<file path="src/rtl/sas_pkg.sv">
`default_nettype none

package sas_pkg;

  // Fixed field widths
  localparam int DATA_W     = 32;
  localparam int DIM_W      = 10;
  localparam int FCOL_W     = 2;
  localparam int COEFF_FRAC = 24;

  // Configuration port: four 32-bit registers at 4*i
  localparam int CFG_AW = 4;
  localparam int REG_IDX_W = 2;

  localparam logic [REG_IDX_W-1:0] REG_GRID_COLS  = 2'd0;
  localparam logic [REG_IDX_W-1:0] REG_GRID_ROWS  = 2'd1;
  localparam logic [REG_IDX_W-1:0] REG_FIRST_COL  = 2'd2;
  localparam logic [REG_IDX_W-1:0] REG_STEP_COEFF = 2'd3;

  localparam logic [DIM_W-1:0]  GRID_COLS_RST  = 10'd64;
  localparam logic [DIM_W-1:0]  GRID_ROWS_RST  = 10'd64;
  localparam logic [FCOL_W-1:0] FIRST_COL_RST  = 2'd1;
  localparam logic [DATA_W-1:0] STEP_COEFF_RST = 32'd16777216;

  // Default structural parameters
  localparam int LINE_DEPTH_DEF = 1024;
  localparam int ROW_LIMIT_DEF  = 1024;
  localparam int FRAC_BITS_DEF  = 16;

  // Scaled term clamps at 2^40
  localparam int CAP_W = 41;
  localparam logic [CAP_W-1:0] TERM_CAP = 41'h100_0000_0000;

  // Shared multiplier: 33 x 32 unsigned
  localparam int MUL_AW = 33;
  localparam int MUL_BW = 32;
  localparam int MUL_PW = MUL_AW + MUL_BW;

  typedef struct packed {
    logic [DATA_W-1:0] ux_sample;
    logic [DATA_W-1:0] uy_sample;
    logic [DATA_W-1:0] dux_in;
    logic              frame_start;
  } sas_in_t;

  typedef struct packed {
    logic [DATA_W-1:0] dux_out;
    logic [DIM_W-1:0]  out_row;
    logic [DIM_W-1:0]  out_col;
    logic              saturated;
    logic              frame_last;
  } sas_out_t;

  typedef struct packed {
    logic [DIM_W-1:0]  grid_cols;
    logic [DIM_W-1:0]  grid_rows;
    logic [FCOL_W-1:0] first_col;
    logic [DATA_W-1:0] step_coeff;
  } sas_cfg_t;

  typedef enum logic [1:0] {
    MUL_M  = 2'd0,
    MUL_P  = 2'd1,
    MUL_HI = 2'd2,
    MUL_LO = 2'd3
  } sas_mul_sel_t;

  typedef struct packed {
    logic         load;
    logic         rd_step;
    logic         mul_en;
    sas_mul_sel_t mul_sel;
    logic         s_first;
    logic         s_acc;
    logic         mag_en;
    logic         acc_en;
    logic         cap_en;
    logic         out_load;
  } sas_cmd_t;

  typedef struct packed {
    logic active;
    logic out_free;
  } sas_sts_t;

endpackage

`default_nettype wire

</file>
<file path="src/rtl/sas_ctrl.sv">
`default_nettype none

module sas_ctrl import sas_pkg::*; (
  input  wire logic     clk,
  input  wire logic     rst_n,
  input  wire logic     in_valid,
  output logic          in_stall,
  input  sas_sts_t      sts,
  output sas_cmd_t      cmd
);

  typedef enum logic [3:0] {
    ST_IDLE,
    ST_READ,
    ST_MUL_M,
    ST_MUL_P,
    ST_SUM,
    ST_MAG,
    ST_MUL_HI,
    ST_MUL_LO,
    ST_CAP,
    ST_OUT
  } state_t;

  state_t state_r;
  state_t state_nxt;

  assign in_stall = (state_r != ST_IDLE);

  always_comb begin
    state_nxt = state_r;
    cmd       = '0;
    cmd.mul_sel = MUL_M;
    case (state_r)
      ST_IDLE: begin
        if (in_valid) begin
          cmd.load  = 1'b1;
          state_nxt = ST_READ;
        end
      end
      ST_READ: begin
        cmd.rd_step = 1'b1;
        state_nxt   = sts.active ? ST_MUL_M : ST_IDLE;
      end
      ST_MUL_M: begin
        cmd.mul_en  = 1'b1;
        cmd.mul_sel = MUL_M;
        state_nxt   = ST_MUL_P;
      end
      ST_MUL_P: begin
        cmd.mul_en  = 1'b1;
        cmd.mul_sel = MUL_P;
        cmd.s_first = 1'b1;
        state_nxt   = ST_SUM;
      end
      ST_SUM: begin
        cmd.s_acc = 1'b1;
        state_nxt = ST_MAG;
      end
      ST_MAG: begin
        cmd.mag_en = 1'b1;
        state_nxt  = ST_MUL_HI;
      end
      ST_MUL_HI: begin
        cmd.mul_en  = 1'b1;
        cmd.mul_sel = MUL_HI;
        state_nxt   = ST_MUL_LO;
      end
      ST_MUL_LO: begin
        cmd.mul_en  = 1'b1;
        cmd.mul_sel = MUL_LO;
        cmd.acc_en  = 1'b1;
        state_nxt   = ST_CAP;
      end
      ST_CAP: begin
        cmd.cap_en = 1'b1;
        state_nxt  = ST_OUT;
      end
      ST_OUT: begin
        // hold until the output register can take the beat
        if (sts.out_free) begin
          cmd.out_load = 1'b1;
          state_nxt    = ST_IDLE;
        end
      end
      default: state_nxt = ST_IDLE;
    endcase
  end

  always_ff @(posedge clk) begin
    if (!rst_n) begin
      state_r <= ST_IDLE;
    end else begin
      state_r <= state_nxt;
    end
  end

endmodule

`default_nettype wire

</file>
<file path="config.mk">
export PLATFORM = sky130hd
export DESIGN_NAME = sas_ctrl
export DESIGN_NICKNAME = d
export VERILOG_FILES = /design/src/rtl/sas_pkg.sv /design/src/rtl/sas_ctrl.sv
export SDC_FILE = /design/constraint.sdc
export NUM_CORES = 1
export LEC_CHECK = 0
export BUFFER_PORTS_ARGS = -buffer_cell sky130_fd_sc_hd__buf_2
export CAP_MARGIN = 5
export CORE_AREA = 2 2 39 41
export CTS_CLUSTER_SIZE = 20
export DETAILED_ROUTE_END_ITERATION = 6
export DIE_AREA = 0 0 41 43
export GPL_ROUTABILITY_DRIVEN = 0
export PLACE_DENSITY = 0.57
export REMOVE_ABC_BUFFERS = 1
export SYNTH_ARGS = -nofsm -noshare
export SYNTH_HDL_FRONTEND = slang
export SYNTH_SLANG_ARGS = --single-unit
export TNS_END_PERCENT = 50
</file>
<file path="constraint.sdc">
create_clock -name clk -period 1.1 [get_ports clk]
set_clock_uncertainty 0.1 [all_clocks]
set_input_delay 0.22 -clock clk [delete_from_list [all_inputs] [get_ports clk]]
set_output_delay 0.22 -clock clk [all_outputs]
set_load 0.01 [all_outputs]
</file>
# == After elaboration in Yosys (flattened, before gate mapping) ==
# Index checks and enable logic that the tools add are counted.
# word_totals
ram_bits,0
register_bits,4
inputBits,5
mem_count,0
word_cells,30
rom_bits,0
latchBits,0
# classes
n_mul,0
addsub,0
eq_ne,11
n_lt_le_gt_ge,0
reduce_logical,3
muxes,15
bitwise,0
shift,0
n_div,0
# op_table
op,n
case mux 4 bit (10 select lines),1
equality test 4 x 3 -> 1 bit (second input constant),4
case mux 3 bit (4 select lines),1
two-way mux 1 bit,10
equality test 4 x 2 -> 1 bit (second input constant),2
equality test 4 bit (second input constant),2
two-way mux 4 bit,2
equality test 4 x 1 -> 1 bit (second input constant),1
logical NOT 4 bit,1
inequality test 2 bit (second input constant),2
nonzero test 4 bit,1
two-way mux 2 bit,1
AND reduction 2 bit,1

# == Depth between registers and ports, before layout ==
# logic_depth
depth_word,3
depth_mapped,4

# == Worst setup path after synthesis ==
# Ideal clock, no wire load.
# synth_path
path_type,flip-flop to output port
start,register state_r[1]
end,output cmd[5] in the netlist's numbering
stages_incl_launch_ff,5
t_required_ns,0.780
setup_slack_ns,-0.314
arrival_ns,1.094
cell_sequence,dfxtp_1 > buf_2 > and2b_1 > and2_1 > nor2b_1
# synth_rtl
element,line_no,source
start: declaration,sas_ctrl.sv:25,state_t state_r;
start signal: assignment,sas_ctrl.sv:94,state_r <= state_nxt;
end: declaration,sas_ctrl.sv:9,output sas_cmd_t cmd

==> results.md <==
- Status: finished with violations
- Failing checks: setup timing
- Period utilisation layout: 1.454
- Synth unique cells: 25
- Reg area: 85.08 sq um
- RSZ-0062 raised after global routing: true
- Total Negative Setup Slacks: -4679 ps
- Total gr overflow: 0
- Most common cell after layout, fill and taps aside: buf_2
- DRT iter0 DRCs: 1
- H-tree depth: 1
- Layout cells sized above 1: 0.6212
- Rel. slew slack: 0.8654
- Largest family of logic cells by synthesized area: simple AND/OR/NAND/NOR gates
- Vias in the first global route: 306
- Register bit count reported by yosys: 4
- Largest net degree at the start of global routing: 14
- Die height: 43 um
- Worst IR drop on VDD: 0.0004975 V
- Core area: 0.001384 sq mm
- Pleak: 0.2667 nW
- Regs by FF count: state_r x4
- Initial antenna violation count: 0
- HP Class: in -> reg
- Yosys warnings: 0
- IO buf count: 16
- Detailed-route DRC error count: 0
- Die Area: 0.001763 sq mm
- Post-Synth XOR/XNOR Area: 0.02954
- Met1 Wirelength: 320 um
- Syn Inst Count: 40
- Final Hold Viols: 0
- DP Worst Slack: -265.2 ps
- PwrDens: 1030 mW/mm^2
- FP Rows: 14
- Total track usage: 0.1063
- DR pass1 iterations: 2
- Worst-Skew Late Latency: 230 ps
- DR vias: 369
- Crit path launch type: register
- Met3 routed WL: 35 um
- First-pass GRT wire length: 1228 um
- Sink Count: 4
- Count of final max-slew check failures: 0
- Mapped cell area: 296.5 sq um
- Synth Area in Adders: 0
- CP endpoint kind: output port
- Layout net count: 73
- Hold Buf Count CTS: 0
- Worst setup margin: -499.5 ps
- CTS Buf Count: 3
- DR top layer: met4
- Sequential-to-total area share from yosys stat: 0.2700
- Minimum clock period: 1600 ps
- Leading cell types in the layout, fill and taps excluded: buf_2, buf_4, buf_6
- WL/cell: 9.915 um
- Area grow syn2layout: 87.34%
- Max reg flops: 4
- Arr. time, crit path: 1280 ps
- # fillers: 146
- Detailed Place HPWL: 581.1 um
- Starting density of the core: 0.2143
- CP required: 780 ps
- Crit Path Class: reg -> out
- Drt via density: 4.500
- Ant diodes: 0
- Setup-failing EPs final: 14
- Crit-path max FO: 3
- Chip width: 41 um
- Final core utilization: 0.4014
- Compound-Gate Fraction of Synth Area: 0.2236
- Mux contribution to synthesized area: 0
- Multi-input logic area: 229.0 sq um
- Clk slew on worst S/H paths: 40 ps
- Mean area per synthesized cell: 7.413 sq um
- CTS Root Buffer Type: clkbuf_4
- Max_cap viols: 0
- Worst Tran Pin Value: 201.9 ps
- CTS tree: yes
- Post-route ant nets: 0
- WL met2: 448 um
- Largest register by flop count: state_r
- Post-Synth Simple-Gate Area: 0.3924
- Fmax: 625.2 MHz
- I/O pin cnt: 17
- CTS Buffer Depth: 2
- WL final: 813 um
## power breakdown
part | switching [W] | internal (W)
registers | 0.00000913 | 0.000158
logic | 0.000111 | 0.000119
clock network | 0.0000536 | 0.000122
total | 0.000174 | 0.000398
## area by class of cell
type / count / area share
multi-input combinational: 30 / 0.4122
timing repair buffer: 26 / 0.3333
sequential: 4 / 0.1532
clock buffer: 3 / 0.04054
tap: 16 / 0.03604
inverter: 3 / 0.02477
## final timing paths
check                           startpoint  slack (ps)          to  depth (start not counted)
worst min-delay path                 rst_n         140  state_r[3]                          3
worst max register to register  state_r[2]        -240  state_r[3]                          4
worst min register to register  state_r[1]         520  state_r[2]                          3
worst max-delay path            state_r[2]        -500     cmd[10]                          3
## cell usage after synthesis
library cell,count,share of area
o211ai_1,1,0.025
buf_2,2,0.034
xor2_1,1,0.030
or4_4,1,0.038
dfxtp_1,4,0.27
nand2_1,4,0.051
nor4b_1,1,0.030
nor2_1,6,0.076
a32oi_1,1,0.030
and4_1,1,0.030
and3_1,1,0.021
a21oi_2,1,0.030
inv_1,3,0.038
o21ai_0,1,0.017
o21ai_2,1,0.030
and2_1,2,0.042
and2b_1,1,0.025
nand2b_1,1,0.021
nand3_1,1,0.017
nor2b_1,1,0.021
o2111a_1,1,0.038
a2111o_1,1,0.038
a21oi_1,1,0.017
clkbuf_1,1,0.013
nor4_1,1,0.021
## stage by stage
step                instance area, sq um  cells  hold slack, ps  total power (W)
finish                             555.5     82           135.4        0.0005722
global placement                   435.4     76           383.8        0.0003557
CTS                                519.2     81           126.3        0.0005725
detailed placement                 435.4     76           386.2        0.0003560
floorplan                          282.8     37           237.0        0.0002692
global route                       555.5     82           139.6        0.0006168
## routing by layer
metal	global-route usage	vias to the layer above
li1	-	193
met1	0.1250	168
met2	0.1531	6
met3	0.01571	2
met4	0.1000	0
met5	0	-
## cells by family (layout without fill, tap and decap cells)
family / Yosys count / after routing
flops: 4 / 4
simple gates: 21 / 21
compound gates: 8 / 8
xor+xnor: 1 / 1
buf+inv: 6 / 32
## critical path, cell delays in order, from the launching register on
cell and delay (ps):
dfxtp_1 300, or4_4 530, nor2_1 90, buf_2 130
## what timing repair did
| action | in CTS | in global routing |
|---|---|---|
| resized for setup | 12 | 7 |
| setup endpoints to repair | 14 | 14 |
| pin swaps | 4 | 0 |
| setup buffers | 2 | 1 |
No activity file was read; power rests on OpenSTA's default activity.
