### src/rtl/sas_pkg.sv
`default_nettype none

package sas_pkg;

  // Fixed field widths
  localparam int DATA_W     = 32;
  localparam int DIM_W      = 10;
  localparam int FCOL_W     = 2;
  localparam int COEFF_FRAC = 24;

  // Configuration port: four 32-bit registers at 4*i
  localparam int CFG_AW = 4;
  localparam int REG_IDX_W = 2;

  localparam logic [REG_IDX_W-1:0] REG_GRID_COLS  = 2'd0;
  localparam logic [REG_IDX_W-1:0] REG_GRID_ROWS  = 2'd1;
  localparam logic [REG_IDX_W-1:0] REG_FIRST_COL  = 2'd2;
  localparam logic [REG_IDX_W-1:0] REG_STEP_COEFF = 2'd3;

  localparam logic [DIM_W-1:0]  GRID_COLS_RST  = 10'd64;
  localparam logic [DIM_W-1:0]  GRID_ROWS_RST  = 10'd64;
  localparam logic [FCOL_W-1:0] FIRST_COL_RST  = 2'd1;
  localparam logic [DATA_W-1:0] STEP_COEFF_RST = 32'd16777216;

  // Default structural parameters
  localparam int LINE_DEPTH_DEF = 1024;
  localparam int ROW_LIMIT_DEF  = 1024;
  localparam int FRAC_BITS_DEF  = 16;

  // Scaled term clamps at 2^40
  localparam int CAP_W = 41;
  localparam logic [CAP_W-1:0] TERM_CAP = 41'h100_0000_0000;

  // Shared multiplier: 33 x 32 unsigned
  localparam int MUL_AW = 33;
  localparam int MUL_BW = 32;
  localparam int MUL_PW = MUL_AW + MUL_BW;

  typedef struct packed {
    logic [DATA_W-1:0] ux_sample;
    logic [DATA_W-1:0] uy_sample;
    logic [DATA_W-1:0] dux_in;
    logic              frame_start;
  } sas_in_t;

  typedef struct packed {
    logic [DATA_W-1:0] dux_out;
    logic [DIM_W-1:0]  out_row;
    logic [DIM_W-1:0]  out_col;
    logic              saturated;
    logic              frame_last;
  } sas_out_t;

  typedef struct packed {
    logic [DIM_W-1:0]  grid_cols;
    logic [DIM_W-1:0]  grid_rows;
    logic [FCOL_W-1:0] first_col;
    logic [DATA_W-1:0] step_coeff;
  } sas_cfg_t;

  typedef enum logic [1:0] {
    MUL_M  = 2'd0,
    MUL_P  = 2'd1,
    MUL_HI = 2'd2,
    MUL_LO = 2'd3
  } sas_mul_sel_t;

  typedef struct packed {
    logic         load;
    logic         rd_step;
    logic         mul_en;
    sas_mul_sel_t mul_sel;
    logic         s_first;
    logic         s_acc;
    logic         mag_en;
    logic         acc_en;
    logic         cap_en;
    logic         out_load;
  } sas_cmd_t;

  typedef struct packed {
    logic active;
    logic out_free;
  } sas_sts_t;

endpackage

`default_nettype wire

### src/rtl/sas_cfg.sv
`default_nettype none

module sas_cfg import sas_pkg::*; (
  input  wire logic              clk,
  input  wire logic              rst_n,
  input  wire logic              cfg_psel,
  input  wire logic              cfg_penable,
  input  wire logic              cfg_pwrite,
  input  wire logic [CFG_AW-1:0] cfg_paddr,
  input  wire logic [DATA_W-1:0] cfg_pwdata,
  output logic      [DATA_W-1:0] cfg_prdata,
  output logic                   cfg_pready,
  output sas_cfg_t               cfg
);

  logic [DIM_W-1:0]     grid_cols_r;
  logic [DIM_W-1:0]     grid_rows_r;
  logic [FCOL_W-1:0]    first_col_r;
  logic [DATA_W-1:0]    step_coeff_r;
  logic [REG_IDX_W-1:0] idx;
  logic                 wr_en;

  assign cfg_pready = 1'b1;
  assign idx        = cfg_paddr[CFG_AW-1:2];
  assign wr_en      = cfg_psel && cfg_penable && cfg_pwrite;

  always_ff @(posedge clk) begin
    if (!rst_n) begin
      grid_cols_r  <= GRID_COLS_RST;
      grid_rows_r  <= GRID_ROWS_RST;
      first_col_r  <= FIRST_COL_RST;
      step_coeff_r <= STEP_COEFF_RST;
    end else if (wr_en) begin
      case (idx)
        REG_GRID_COLS:  grid_cols_r  <= cfg_pwdata[DIM_W-1:0];
        REG_GRID_ROWS:  grid_rows_r  <= cfg_pwdata[DIM_W-1:0];
        REG_FIRST_COL:  first_col_r  <= cfg_pwdata[FCOL_W-1:0];
        REG_STEP_COEFF: step_coeff_r <= cfg_pwdata;
        default: ;
      endcase
    end
  end

  always_comb begin
    case (idx)
      REG_GRID_COLS:  cfg_prdata = DATA_W'(grid_cols_r);
      REG_GRID_ROWS:  cfg_prdata = DATA_W'(grid_rows_r);
      REG_FIRST_COL:  cfg_prdata = DATA_W'(first_col_r);
      REG_STEP_COEFF: cfg_prdata = step_coeff_r;
      default:        cfg_prdata = '0;
    endcase
  end

  assign cfg.grid_cols  = grid_cols_r;
  assign cfg.grid_rows  = grid_rows_r;
  assign cfg.first_col  = first_col_r;
  assign cfg.step_coeff = step_coeff_r;

endmodule

`default_nettype wire

### config.mk
export PLATFORM = sky130hd
export DESIGN_NAME = sas_cfg
export DESIGN_NICKNAME = d
export VERILOG_FILES = /design/src/rtl/sas_pkg.sv /design/src/rtl/sas_cfg.sv
export SDC_FILE = /design/constraint.sdc
export NUM_CORES = 1
export LEC_CHECK = 0
export BUFFER_PORTS_ARGS = -buffer_cell sky130_fd_sc_hd__buf_2
export CAP_MARGIN = 20
export CORE_UTILIZATION = 36
export DETAILED_ROUTE_END_ITERATION = 10
export HOLD_SLACK_MARGIN = 0.02
export PLACE_DENSITY_LB_ADDON = 0.2
export SYNTH_ARGS = -nofsm -noshare
export SYNTH_HDL_FRONTEND = slang
export SYNTH_SLANG_ARGS = --single-unit
### constraint.sdc
create_clock -name clk -period 2.7 [get_ports clk]
set_input_delay 0.135 -clock clk [delete_from_list [all_inputs] [get_ports clk]]
set_output_delay 0.135 -clock clk [all_outputs]
set_load 0.005 [all_outputs]
# Yosys cells after proc, flatten, opt, wreduce, memory -nomap -nowiden
# Cells that the tools add are included.
# word_totals
elab_cells	15
ff_bits	54
output_inout_bits	87
input_bits	41
# classes
reduce_logical	7
muxes	1
n_eq_ne	3
# ops
operator	n
$pmux W32 S4	1
$reduce_and A2 Y1	4
$eq A2 B2 Y1 const B	2
$eq A2 B1 Y1 const B	1
$logic_and A1 B1 Y1	2
$logic_not A2 Y1	1

# Logic depth before layout (Yosys ltp)
# logic_depth
depth_word	3
depth_mapped	5
depth_no_buf	3

# Worst setup path after synthesis
# No wires, ideal clock.
# synth_timing
kind	input to register
from	input port cfg_paddr[3]
to	register grid_cols_r[6]
path_stages	4
n_path_buf	2
slack_ns	1.664
arrival_ns	0.915
t_required_ns	2.579
setup_ns	0.121
path_cell_list	buf_4 or3_4 buf_6 mux2i_1
# synth_between
elab_chain_len	2
# synth_lines
element	line_no	rtl
from (decl)	sas_cfg.sv:9	input wire logic [CFG_AW-1:0] cfg_paddr,
$logic_not A2 Y1	sas_cfg.sv:34	case (idx)
$reduce_and A2 Y1 (no line)	n/a	
to (signal assigned)	sas_cfg.sv:35	REG_GRID_COLS: grid_cols_r <= cfg_pwdata[DIM_W-1:0];
to (decl)	sas_cfg.sv:16	logic [DIM_W-1:0] grid_cols_r;
# Every way passes these cells.
# A chain may end at the register's enable or synchronous reset.

# Worst setup path in the final report
# layout_timing
from	input port cfg_paddr[3]
to	output port cfg_prdata[8]
# layout_between
elab_chain_len	2
elab_cells_between_ends	5
cone_classes	eq/ne (3); mux (1); reduce/logical (1)
# layout_lines
element	line_no	rtl
$eq A2 B2 Y1 (tied with other cells)	sas_cfg.sv:45	case (idx)
$pmux W32 S4 *	sas_cfg.sv:45	
to (decl)	sas_cfg.sv:11	output logic [DATA_W-1:0] cfg_prdata,
# Mark *: on every way between the ends. The rest lies on a longest branch, timed or not.

==> impl_metrics.yaml <==
die:
  die_y_um: 85.54
  dieArea_sq_um: 7317
  rows: 30
  ioPinCount: 128
  die_width_um: 85.54
  core_sq_um: 6756
  start_util_pct: 37.19
synthesis:
  synth_cell_types: 21
  synth_top_flop_cell: "dfxtp_1"
  synth_top_area_share_pct: 43.03
  synth_edf_count: 0
  ys_ff_latch: 54
  synth_area_sq_um: 2512
  synth_nets: 320
  yosys_warnings: 0
  seq_area_frac_synth_pct: 43.03
  yosysMostFrequentCell: "nand2_1"
  synthArstFlopShare_pct: 0
  synth.area.top_cells: "dfxtp_1 43%, mux2i_1 24%, nand2_1 13%, and3_1 5.5%, clkbuf_1 1.9%"
  avgSynthCellArea_sq_um: 9.005
  yosys.area.top_type: "dfxtp_1"
  syn_inst: 279
  synthTopCellsByCount: "90 x nand2_1, 61 x mux2i_1, 54 x dfxtp_1, 22 x and3_1, 13 x clkbuf_1"
timing:
  tightest_slew_ps: 771.7
  hold_viol: 0
  setup_viol: 0
  slew_headroom_pct: 48.33
  slew_viol_final: 0
  clock-skew-final_ps: 0
  max_freq_ghz: 0.6268
  tns_ps: 0
  rsz0062_at_grt: "no"
  period_minus_slack_ps: 1595
  whs_ps: 66.71
  fin_crit_sh_pct: 59.09
critical_path:
  reg2reg_to: "step_coeff_r[24]"
  worstSetupPathType: "primary input to primary output"
  r2r-start: "step_coeff_r[24]"
  critical_path.startpoint_type: "primary input"
  crit_fanout: 38
  worstSetupStartpoint: "cfg_paddr[3]"
  r2r_slack_ps: 2030
  cp-end-kind: "primary output"
  r2r_cells: 2
  crit_required_ps: 2570
  arrival_ps: 1460
clocking:
  cts_hold_buf: 0
  cts_max_level: 2
  worstSkewPairLatency_ps: 290
  cts_resized: 0
  cts_setup_buffers: 0
  root_buffer: "clkbuf_8"
  cts_tree: "yes"
  clk_path_buf_depth: 2
  path_clk_slew_ps: 90
  cts_buffers: 5
  clkSinkCount: 54
final_layout:
  fin_area_sq_um: 3208
  fillers: 675
  final_net_count: 428
  multi_input_area_sq_um: 1291
  drive_gt1_share_pct: 35.40
  antenna_cells: 0
  synthToLayoutAreaGrowth_pct: 27.69
  seq_area_sq_um: 1081
power:
  p_comb_share_pct: 10.0
  powerDensity_nw_per_um2: 426.5
  intPower_mw: 1.044
  p_sw_mw: 0.3236
  p_sw_share_pct: 23.66
  pwr-share-seq_pct: 59.5
  p_leak_nw: 1.665
  ir_worst_vdd_mv: 0.2179
  p_clk_share_pct: 30.6
drt:
  drc: 0
  drtIter0Drc: 43
  antenna_left: 0
  vias_per_cell: 4.833
  drtPass1Iterations: 7
  wl_per_cell_um: 13.08
  vias: 2257
  routed_wl_mm: 6.108
place:
  port_buffers: 124
  placed_cell_area_sq_um: 3132
  globalplace.congestion: 0.7164
  dp_hpwl_mm: 4.173
global_routing:
  grt-ovfl-total: 0
  grt_pass1_vias: 1874
  grt_use_total_pct: 16.36
  grt_max_degree: 51
  antenna_found_initial: 0
  grt_pass1_wl_mm: 9.425
hold_path:
  whs_endpoint: "step_coeff_r[12]"
  hp-start: "cfg_pwdata[12]"
  whs_path_depth: 3
  hold_class: "primary input to flip-flop"
outcome:
  status: "complete, no violations"
flow_run:
  maxCapViolCount: 0
-- per-layer routing --
layer / part of all wire, % / routed length, um / track usage [%] / vias up
li1: - / - / - / 1137
met1: 45 / 2778 / 21.30 / 1056
met2: 49 / 2973 / 27.42 / 59
met3: 4.9 / 302 / 3.561 / 5
met4: 0.88 / 54 / 4.545 / 0
met5: 0 / 0 / 0 / -
-- how the worst max path moves through the flow --
stage | endpoint | slack (ps) | cells past startpoint
after CTS | cfg_prdata[8] | 1100 | 5
after global routing | cfg_prdata[9] | 980 | 5
after detailed placement | step_coeff_r[12] | 840 | 5
after global placement | step_coeff_r[11] | 900 | 5
after floorplan | grid_cols_r[6] | 1660 | 4
final | cfg_prdata[8] | 1100 | 5
-- state kept, by name (all words and copies together), names as in the netlist --
| register | count |
|---|---|
| step_coeff_r | 32 |
| grid_cols_r | 10 |
| first_col_r | 2 |
| grid_rows_r | 10 |
-- per-stage QoR --
stage                     setup WS, ps  power [mW]  std cells  util, %
after global routing             975.8       1.440        467    47.48
final                             1105       1.368        467    47.48
after CTS                         1104       1.391        467    47.48
after detailed placement         840.4      0.9710        460    46.35
after floorplan                   1664      0.9134        279        -
after global placement           897.5      0.9684        460    46.35
-- worst max-delay path, cell delays in order --
cell	delay, ps
buf_2	500
and2_1	490
nand2_1	90
o21ai_0	90
buf_2	140
-- power groups by stage --
stage	Combinational [mW]	Sequential [mW]	Clock (mW)
final	0.136	0.814	0.418
after floorplan	0.0810	0.832	0
after CTS	0.139	0.814	0.439
after global placement	0.136	0.832	0
after global routing	0.152	0.816	0.472
after detailed placement	0.139	0.832	0
-- cells in the final DEF (no fill, tap or decap), types with 2 or more instances in the layout --
master and n:
o21ai_0 9, dfxtp_1 54, nor2b_1 5, buf_4 2, clkbuf_1 2, buf_2 124
nand2_1 90, clkbuf_8 5, mux2i_1 61, and3_1 22
-- logic make-up after synthesis --
group / count (synthesis) / share of synthesized area [%]
buffers and inverters: 27 / 5.976
AND/OR/NAND/NOR: 124 / 22.46
AO/OA/AOI/OAI: 10 / 2.141
flip-flops: 54 / 43.03
multiplexers: 63 / 26.25
other: 1 / 0.1493
-- cell type report --
type	instances	share of cell area (%)
multi-input combinational	198	40.25
clock buffer	7	2.379
tap	80	3.120
sequential	54	33.70
inverter	1	0.1170
timing repair buffer	127	20.44
(Power assumes the default switching activity.)
